--- src/rtl/key_to_wire_id_mapper_unit_defines.svh ---
// Assertion macros shared by the key to wire id mapper RTL
`ifndef KEY_TO_WIRE_ID_MAPPER_UNIT_DEFINES_SVH
`define KEY_TO_WIRE_ID_MAPPER_UNIT_DEFINES_SVH

// plain property, checked on every edge out of reset
`define KWM_ASSERT(lbl, prop, msg) \
  lbl: assert property (@(posedge clk_i) disable iff (!rst_ni) (prop)) else $error(msg);

// same-cycle implication
`define KWM_ASSERT_IMP(lbl, ante, cons, msg) \
  lbl: assert property (@(posedge clk_i) disable iff (!rst_ni) (ante) |-> (cons)) else $error(msg);

// next-cycle implication
`define KWM_ASSERT_NXT(lbl, ante, cons, msg) \
  lbl: assert property (@(posedge clk_i) disable iff (!rst_ni) (ante) |=> (cons)) else $error(msg);

`endif

--- src/rtl/kwm_pkg.sv ---
// Types and constants of the key to wire id mapper
package kwm_pkg;

  localparam int unsigned KeyWordW  = 64;
  localparam int unsigned LenW      = 6;
  localparam int unsigned ReqIdW    = 16;
  localparam int unsigned IdW       = 8;
  localparam int unsigned IdCount   = 256;
  localparam logic [IdW-1:0] IdMax  = 8'd255;
  localparam int unsigned IdGroupW  = 16;
  localparam int unsigned IdGroups  = IdCount / IdGroupW;
  localparam int unsigned GroupAw   = 4;
  localparam int unsigned GroupBitAw = 4;
  // id 0 stays reserved
  localparam logic [IdCount-1:0] IdResetMap = {{(IdCount-1){1'b0}}, 1'b1};

  typedef enum logic {
    FUNC_MAP   = 1'b0,
    FUNC_CLEAR = 1'b1
  } func_e;

  typedef enum logic [1:0] {
    ST_IDLE,
    ST_SCAN,
    ST_COMMIT,
    ST_DONE
  } state_e;

  typedef struct packed {
    func_e               func;
    logic [KeyWordW-1:0] key_word0;
    logic [KeyWordW-1:0] key_word1;
    logic [KeyWordW-1:0] key_word2;
    logic [KeyWordW-1:0] key_word3;
    logic [LenW-1:0]     key_len;
    logic [ReqIdW-1:0]   requested_id;
  } req_t;

  typedef struct packed {
    logic [IdW-1:0] wire_id;
    logic           failed;
    logic           was_hit;
  } rsp_t;

  // controller to datapath
  typedef struct packed {
    logic load;
    logic scan;
    logic commit;
  } ctl_t;

  // datapath to controller
  typedef struct packed {
    logic scan_last;
  } sts_t;

endpackage

--- src/rtl/kwm_ctrl.sv ---
// Controller: sequences load, scan, commit and the result strobe
`include "key_to_wire_id_mapper_unit_defines.svh"

module kwm_ctrl (
  input  logic           clk_i,
  input  logic           rst_ni,
  input  logic           start_i,
  input  kwm_pkg::func_e func_i,
  input  kwm_pkg::sts_t  sts_i,
  output kwm_pkg::ctl_t  ctl_o,
  output logic           busy_o,
  output logic           done_o
);
  import kwm_pkg::*;

  state_e state_q;
  state_e state_d;

  always_ff @(posedge clk_i or negedge rst_ni) begin
    if (!rst_ni) begin
      state_q <= ST_IDLE;
    end else begin
      state_q <= state_d;
    end
  end

  always_comb begin
    state_d = state_q;
    ctl_o   = '0;
    busy_o  = 1'b1;
    done_o  = 1'b0;
    unique case (state_q)
      ST_IDLE: begin
        busy_o = 1'b0;
        if (start_i) begin
          ctl_o.load = 1'b1;
          // clear needs no scan
          state_d = (func_i == FUNC_CLEAR) ? ST_COMMIT : ST_SCAN;
        end
      end
      ST_SCAN: begin
        ctl_o.scan = 1'b1;
        if (sts_i.scan_last) begin
          state_d = ST_COMMIT;
        end
      end
      ST_COMMIT: begin
        ctl_o.commit = 1'b1;
        state_d = ST_DONE;
      end
      ST_DONE: begin
        done_o  = 1'b1;
        state_d = ST_IDLE;
      end
      default: begin
        state_d = ST_IDLE;
      end
    endcase
  end

  `KWM_ASSERT_NXT(a_done_then_idle, done_o, !busy_o, "not idle after result strobe")
  `KWM_ASSERT_NXT(a_accept_busy, start_i && !busy_o, busy_o, "accepted word did not raise busy")
  `KWM_ASSERT(a_one_cmd, $onehot0({ctl_o.load, ctl_o.scan, ctl_o.commit}), "overlapping commands")

endmodule
--- config.mk ---
export PLATFORM = sky130hd
export DESIGN_NAME = kwm_ctrl
export DESIGN_NICKNAME = d
export VERILOG_FILES = /design/src/rtl/kwm_pkg.sv /design/src/rtl/kwm_ctrl.sv
export VERILOG_INCLUDE_DIRS = /design/src /design/src/rtl
export SDC_FILE = /design/constraint.sdc
export NUM_CORES = 1
export LEC_CHECK = 0
export BUFFER_PORTS_ARGS = -buffer_cell sky130_fd_sc_hd__buf_2
export CORE_AREA = 2 2 39 41
export DETAILED_ROUTE_END_ITERATION = 12
export DIE_AREA = 0 0 41 43
export HOLD_SLACK_MARGIN = 0.06
export SLEW_MARGIN = 20
export SYNTH_ARGS = -nofsm -noshare
export SYNTH_HDL_FRONTEND = slang
export SYNTH_SLANG_ARGS = --single-unit
--- constraint.sdc ---
create_clock -name clk_i -period 1.3 [get_ports clk_i]
set_input_delay 0.39 -clock clk_i [delete_from_list [all_inputs] [get_ports clk_i]]
set_output_delay 0.39 -clock clk_i [all_outputs]
set_load 0.03 [all_outputs]
# Word-level counts from Yosys, hierarchy flattened
# Index checks and enable logic that the tools add are counted.
# totals
wordCells,18
regBits,2
input_bits,5
out_inout_bits,5
# op_classes
n_mux,10
n_reduce_logical,2
eq_ne,5
# ops
cell,n
one-hot mux 2 bit (4 select lines),1
two-way mux 1 bit,6
two-way mux 2 bit,3
equality test 2 bit (second input constant),2
inequality test 2 bit (second input constant),2
equality test 2 x 1 -> 1 bit (second input constant),1
logical NOT 2 bit,1
AND reduction 2 bit,1

# Depth between registers and ports, before layout
# Gate-level depths: netlist (run 1).
# logic_depth
depth_word,3
mapped_depth,5
mapped_depth_nobuf,5

# Least setup slack after synthesis (run 1)
# No wires, ideal clock.
# synth_timing
kind,register to register
startpoint,register state_q[1]
endpoint,register state_q[0]
t_required_ns,1.221
period_less_slack_ns,1.361
setup_ns,0.079
t_arrival_ns,1.282
path_stages_with_launch,6
setup_slack_ns,-0.061
n_path_buf,0
path_cell_list,dfrtp_1 inv_1 ha_1 inv_1 o22ai_2 mux2i_1
# synth_between
elab_chain_cells,3
elab_cells_between_ends,8
classes_between,eq/ne (5); mux (1); reduce/logical (2)
# synth_rtl
item,line,text
from (decl),kwm_ctrl.sv:16,state_e state_q;
from (signal assigned),kwm_ctrl.sv:23,state_q <= state_d;
equality test 2 x 1 -> 1 bit or logical NOT 2 bit (tied branches),kwm_ctrl.sv:32,unique case (state_q)
inequality test 2 bit (no line),n/a,
AND reduction 2 bit (no line),n/a,
# Several ways; a longest one is shown, not always the timed one.
# A chain may end at the register's enable or synchronous reset.

==> key figures, run 1 <==
Status
  – Status: complete, but fails checks
  – Failing checks: negative setup slack

Global route
  – Vias in the first global route: 189
  – Initial antenna violation count: 0
  – Global-route wire length before repair: 703 µm
  – Total grt overflow: 0
  – Largest net degree at the start of global routing: 4
  – Global Route Usage Sum: just over 6%

Finish
  – Layout Cell Area excl Fill: 448 µm²
  – # diodes: 0
  – Max reg flops: 2
  – Top Registers: state_q x2
  – Area grow syn2layout: 134%
  – Biggest register: state_q
  – NumNets Final: 50
  – Fillers: 152
  – Final cell count without fillers: 54
  – Layout cells sized above 1: 78.9%

STA
  – Final worst setup slack: -0.171 ns
  – Period minus WS final: 1.47 ns
  – Slew @ Worst Pin: between 0.2 and 0.25 ns
  – Max_slew headroom: 86.5%
  – # setup viols final: 5
  – Final Skew: 0.00176 ns
  – Final hold violation count: 0
  – RSZ-0062 raised after global routing: true
  – Final Max Slew Viols: 0
  – Fin crit share: 113%
  – FMAX: 680 MHz

Run
  – Total of max-cap violations: 0

Yosys
  – Main synth FF type: dfrtp_1
  – Synth top area cells: ha_1, dfrtp_1, mux2i_1
  – Post-synth ARST share: 100%
  – Top-count cell post-synth: ha_1
  – Distinct cells, synth: 7
  – Largest area contributor in the netlist: ha_1
  – Syn Std Cell Area: 191 µm²
  – Post-synth EDFFs: 0
  – Mapped Cells: 18
  – Sequential fraction of the synthesis area: a little over a quarter
  – Register bit total from synthesis: 2
  – Yosys top cell area share: approximately a third
  – Average size of a mapped cell: roughly 11 µm²
  – Yosys warns: 0
  – Synthesized Nets: 28
  – Synth top cells by count: ha_1, inv_1, mux2i_1

Placement
  – Routability cong.: 0.632
  – Placed Cells: 49
  – Port Buffer Count: 9
  – DPL Wire Length: 324 µm
  – Area after DPL: 304 µm²

Power and ir drop
  – Maximum vdd ir drop: ~500 µV
  – Power Density: 2750 nW/µm²
  – Leakage: about 0.20 nW

Floorplan
  – FP Rows: 14
  – Die W: just over 40 µm
  – Core box area: 1380 µm²
  – Die Span Y: around 43 µm
  – Die area: 1760 µm²
  – Initial Util: between 10% and 20%
  – Ports: 10

Critical path
  – CP Max Fanout: 2
  – Kind of end point of the critical path: primary output
  – Critical Path Source Type: register
  – Worst Path Arrival: 1.08 ns
  – CP required: 0.91 ns
  – CP Class: reg2out

Routing
  – DR DRC count: 0
  – Final WL: 442 µm
  – Drt first pass iters: 1
  – Routed WL per cell: 8.19 µm
  – Vias per cell: 3.70
  – Vias: 200
  – Antenna-violating nets left: 0
  – 1st-iter DRT viols: 0

Clock tree
  – Worst-Skew Late Latency: 0.22 ns
  – CTS tree: yes
  – CTS sink cnt: 2
  – Cts bufs inserted: 3
  – Root buffer cell: clkbuf_4
  – Maximum root-to-sink buffer count: 2
  – H-tree depth: 1
  – Clk pin slew, worst setup/hold paths: around 0.030 ns

Min path
  – Hold Path Class: in2async
critical path, stage by stage (launching register included):
cell and delay (ns):
dfrtp_1 0.39, inv_2 0.10, ha_4 0.13, and2_4 0.13
buf_6 0.12
power breakdown:
group | internal (mW) | leakage (nW) | total, mW | switching [mW]
clock network | 0.102 | 0.0138 | 0.135 | 0.0336
logic | 0.508 | 0.166 | 0.977 | 0.469
registers | 0.0973 | 0.0240 | 0.120 | 0.0228
total | 0.707 | 0.204 | 1.23 | 0.526
layout make-up:
cell class / instances / area [µm²] / share of cell area, %
Multi-Input combinational cell: 11 / 190 / 42.5
Timing Repair Buffer: 17 / 146 / 32.7
Inverter: 5 / 18.8 / 4.19
Clock buffer: 3 / 22.5 / 5.03
Sequential cell: 2 / 50.0 / 11.2
Tap cell: 16 / 20.0 / 4.47
layout by cell type (no fill, tap or decap), drive strengths merged:
cell / Yosys / routed
dlygate4sd3: 0 / 1
ha: 5 / 5
and2: 1 / 1
buf: 0 / 16
o22ai: 1 / 1
inv: 5 / 5
mux2i: 4 / 4
dfrtp: 2 / 2
clkbuf: 0 / 3
per-stage QoR:
step / hold slack (ns) / TNS (ns) / utilization (%) / worst slack [ns] / total power, mW
finish: 0.481 / -0.688 / 32.4 / -0.171 / 1.23
global route: 0.475 / -1.05 / 32.4 / -0.220 / 1.36
CTS: 0.473 / -0.736 / 30.7 / -0.177 / 1.18
detailed placement: 0.176 / -0.0526 / 22.0 / -0.0407 / 0.775
global placement: 0.176 / -0.0516 / 22.0 / -0.0396 / 0.763
floorplan: 0.0944 / 0 / - / 0.0156 / 0.539
kinds of logic after synthesis:
kind of cell	synth area share, %
buffers and inverters	9.80
adders and majority gates	32.7
muxes	20.9
DFF	26.1
AOI/OAI and AO/OA	6.53
and+or+nand+nor	3.92
path summary, 6_finish.rpt:
path                            startpoint          to  slack (ns)  cells past startpoint
max in group asynchronous           rst_ni  state_q[0]        0.72                      2
worst max register to register  state_q[0]  state_q[0]        0.04                      6
min in group clk_i                  func_i  state_q[1]        0.50                      3
worst min register to register  state_q[1]  state_q[1]        0.80                      4
worst min-delay path                rst_ni  state_q[1]        0.48                      2
worst max-delay path            state_q[0]    ctl_o[2]       -0.17                      4
what timing repair did:
| action | CTS | global route |
|---|---|---|
| setup endpoints to repair | 5 | 7 |
| resized for setup | 22 | 3 |
| pin swaps | 3 | 0 |
| buffers inserted | 1 | 0 |
| endpoints found under the hold margin | 2 | 0 |
| hold buffers | 1 | 0 |
routing by layer:
layer | vias to the layer above | global-route usage, % | routed length (µm)
li1 | 96 | - | -
met1 | 94 | 4.82 | 131
met2 | 8 | 11.9 | 271
met3 | 2 | 0 | 23
met4 | 0 | 6.00 | 17
met5 | - | 0 | 0
(Power assumes the default switching activity.)
==> run 2: changes to the inputs <==
- ABC_AREA: not set -> 1
- GPL_ROUTABILITY_DRIVEN: not set -> 0
==> key figures, run 2 <==
Power and ir drop
  – Clk network pwr share: 12.6% (was 11.0%)
  – Leakage: 0.225 nW (was 0.204 nW)
  – Power Density: 2560 nW/µm² (was 2750 nW/µm²)
  – NetSw: 0.480 mW (was 0.526 mW)
  – Total power: 1.05 mW (was 1.23 mW)
  – Flop pwr share: 10.9% (was 9.7%)
  – Sw frac: 45.5% (was 42.6%)
  – Maximum vdd ir drop: 636 µV (was 513 µV)
  – Comb power frac: 76.6% (was 79.3%)
  – Internal power: 0.575 mW (was 0.707 mW)

STA
  – RSZ-0062 raised after global routing: true (unchanged)
  – FMAX: 687 MHz (was 680 MHz)
  – Slew @ Worst Pin: 0.108 ns (was 0.202 ns)
  – Sum of negative setup slack: -0.668 ns (was -0.688 ns)
  – Final Hold Slack: 0.460 ns (was 0.481 ns)
  – Max_slew headroom: 92.8% (was 86.5%)
  – Final Skew: 0.00117 ns (was 0.00176 ns)
  – Final worst setup slack: -0.156 ns (was -0.171 ns)
  – # setup viols final: 5 (unchanged)
  – Period minus WS final: 1.46 ns (was 1.47 ns)
  – Fin crit share: 112% (was 113%)
  – Final Max Slew Viols: 0 (unchanged)
  – Final hold violation count: 0 (unchanged)

Finish
  – # diodes: 0 (unchanged)
  – Layout cells sized above 1: 62.5% (was 78.9%)
  – Biggest register: state_q (unchanged)
  – Layout Cell Area excl Fill: 412 µm² (was 448 µm²)
  – Multi-input logic area: 161 µm² (was 190 µm²)
  – Fillers: 155 (was 152)
  – Final cell count without fillers: 64 (was 54)
  – Commonest cells after routing, fill and taps aside: nand2_1, buf_6, inv_2 (was buf_6, ha_4, buf_4)
  – Max reg flops: 2 (unchanged)
  – Top Registers: state_q x2 (unchanged)
  – Register Area: 50.0 µm² (unchanged)
  – Final Core Density: 29.7% (was 32.4%)
  – Most common cell after layout, fill and taps aside: nand2_1 (was buf_6)
  – Area grow syn2layout: 97.0% (was 134%)
  – NumNets Final: 60 (was 50)

Yosys
  – Mapped Cells: 30 (was 18)
  – Distinct cells, synth: 7 (unchanged)
  – Main synth FF type: dfrtp_1 (unchanged)
  – Post-synth EDFFs: 0 (unchanged)
  – Synth top cells by count: nand2_1, inv_1, ha_1 (was ha_1, inv_1, mux2i_1)
  – Synth top area cells: ha_1, dfrtp_1, nand2_1 (was ha_1, dfrtp_1, mux2i_1)
  – Yosys top cell area share: 29.9% (was 32.7%)
  – Post-synth ARST share: 100% (unchanged)
  – Average size of a mapped cell: 6.97 µm² (was 10.6 µm²)
  – Syn Std Cell Area: 209 µm² (was 191 µm²)
  – Yosys warns: 0 (unchanged)
  – Synthesized Nets: 40 (was 28)
  – Register bit total from synthesis: 2 (unchanged)
  – Largest area contributor in the netlist: ha_1 (unchanged)
  – Sequential fraction of the synthesis area: 24.0% (was 26.1%)
  – Top-count cell post-synth: nand2_1 (was ha_1)

Critical path
  – CP max stage cell: dfrtp_1 (unchanged)
  – CP Buf/Inv Count: 2 (unchanged)
  – Critical path's top delay family: flip-flops (unchanged)
  – Worst Path Arrival: 1.07 ns (was 1.08 ns)
  – CP Max Fanout: 3 (was 2)
  – CP required: 0.91 ns (about the same)
  – Worst path most repeated cell: buf_6
  – Max stage delay on crit path: 0.39 ns (about the same)
  – R2R Setup Slk: 0.09 ns (was 0.04 ns)
  – CP Class: reg2out (unchanged)
  – Kind of end point of the critical path: primary output (unchanged)
  – Crit-path cells: buf_6 -> ha_2 -> buf_6 (was inv_2 -> ha_4 -> and2_4 -> buf_6)
  – Critical Path Source Type: register (unchanged)

Global route
  – Met1 GRT Util: 4.84% (was 4.82%)
  – GRT met2 Usage: 10.6% (was 11.9%)
  – Total grt overflow: 0 (unchanged)
  – GRT met3 Usage: 3.14% (was 0%)
  – Global routing's busiest layer: met2 (unchanged)
  – Global-route wire length before repair: 745 µm (was 703 µm)
  – Global Route Usage Sum: 6.43% (was 6.22%)
  – Initial antenna violation count: 0 (unchanged)
  – Largest net degree at the start of global routing: 4 (unchanged)
  – Vias in the first global route: 236 (was 189)

Min path
  – Hold Path Class: in2reg (was in2async)

Floorplan
  – Core box area: 1380 µm² (unchanged)
  – Die Span Y: 43 µm (unchanged)
  – Ports: 10 (unchanged)
  – Die area: 1760 µm² (unchanged)
  – Die W: 41 µm (unchanged)
  – FP Rows: 14 (unchanged)
  – Initial Util: 15.1% (was 13.8%)

Clock tree
  – H-tree depth: 1 (unchanged)
  – CTS sink cnt: 2 (unchanged)
  – Cts bufs inserted: 3 (unchanged)
  – Worst-Skew Late Latency: 0.22 ns (about the same)
  – Root buffer cell: clkbuf_4 (unchanged)
  – Maximum root-to-sink buffer count: 2 (unchanged)
  – Clk pin slew, worst setup/hold paths: 0.03 ns (about the same)
  – CTS tree: yes (unchanged)

Routing
  – 1st-iter DRT viols: 1 (was 0)
  – Routed WL per cell: 6.59 µm (was 8.19 µm)
  – DR DRC count: 0 (unchanged)
  – Drt first pass iters: 4 (was 1)
  – Antenna-violating nets left: 0 (unchanged)
  – Final WL: 422 µm (was 442 µm)
  – Vias: 225 (was 200)
  – Vias per cell: 3.52 (was 3.70)

Status
  – Failing checks: negative setup slack (unchanged)
  – Status: complete, but fails checks (unchanged)

Placement
  – DPL Wire Length: 332 µm (was 324 µm)
  – Pre-CTS setup slack: -0.0236 ns (was -0.0407 ns)
  – Area after DPL: 304 µm² (unchanged)
  – Port Buffer Count: 9 (unchanged)
  – Placed Cells: 59 (was 49)

Run
  – Total of max-cap violations: 0 (unchanged)
run 2: cell types whose count changed in the layout (fill, tap and decap cells not counted), sizes merged:
| cell | delta |
|---|---|
| and2 | -1 |
| o21ai | +1 |
| nand2 | +14 |
| inv | +3 |
| buf | -2 |
| mux2i | -4 |
| o22ai | -1 |
run 2: final timing paths:
| kind | start | end | depth (start not counted) |
|---|---|---|---|
| worst max-delay path | state_q[0] | ctl_o[1] | 3 |
| worst min-delay path | func_i | state_q[0] | 4 |
| worst max register to register | state_q[1] | state_q[0] | 9 |
| worst min register to register | state_q[1] | state_q[1] | 3 |
| max in group asynchronous | rst_ni | state_q[1] | 2 |
| min in group asynchronous | rst_ni | state_q[0] | 2 |
run 2: area by class of cell:
cell class | count | area share, %
Sequential cell | 2 | 12.2
Multi-Input combinational cell | 20 | 39.2
Timing Repair Buffer | 15 | 31.0
Tap cell | 16 | 4.86
Inverter | 8 | 7.29
Clock buffer | 3 | 5.47
run 2: what timing repair did:
item,CTS,global route
buffers inserted,1,0
pin swaps,1,2
endpoints found under the setup margin,5,6
hold buffers,1,0
hold endpoints to repair,2,0
resized for setup,18,3
run 2: kinds of logic (layout without fill, tap and decap cells):
family                     Yosys count  after routing  share of synthesized area (%)
AOI/OAI and AO/OA                    1              1                           4.19
and+or+nand+nor                     14             14                           27.5
buffers and inverters                8             26                           14.4
DFF                                  2              2                           24.0
adders and majority gates            5              5                           29.9
run 2: worst reg2reg max path, stage by stage, from the launching register on:
cell,delay (ns)
dfrtp_1,0.37
inv_2,0.10
buf_4,0.11
buf_4,0.09
ha_1,0.17
inv_2,0.06
nand2_1,0.07
o21ai_2,0.05
nand2_1,0.05
nand2_1,0.04
run 2: layer usage:
metal	wire, µm	vias up	share of wire, %
met1	179	94	42
li1	-	124	-
met3	22	0	5.2
met2	220	7	52
met4	0	0	0
met5	0	-	0
run 2: power groups by stage:
| stage | Clock, mW | Combinational [mW] | Sequential [mW] |
|---|---|---|---|
| after floorplan | 0 | 0.414 | 0.119 |
| after global placement | 0 | 0.605 | 0.106 |
| after detailed placement | 0 | 0.610 | 0.108 |
| after CTS | 0.142 | 0.788 | 0.115 |
| after global routing | 0.143 | 0.902 | 0.119 |
| final | 0.133 | 0.807 | 0.115 |
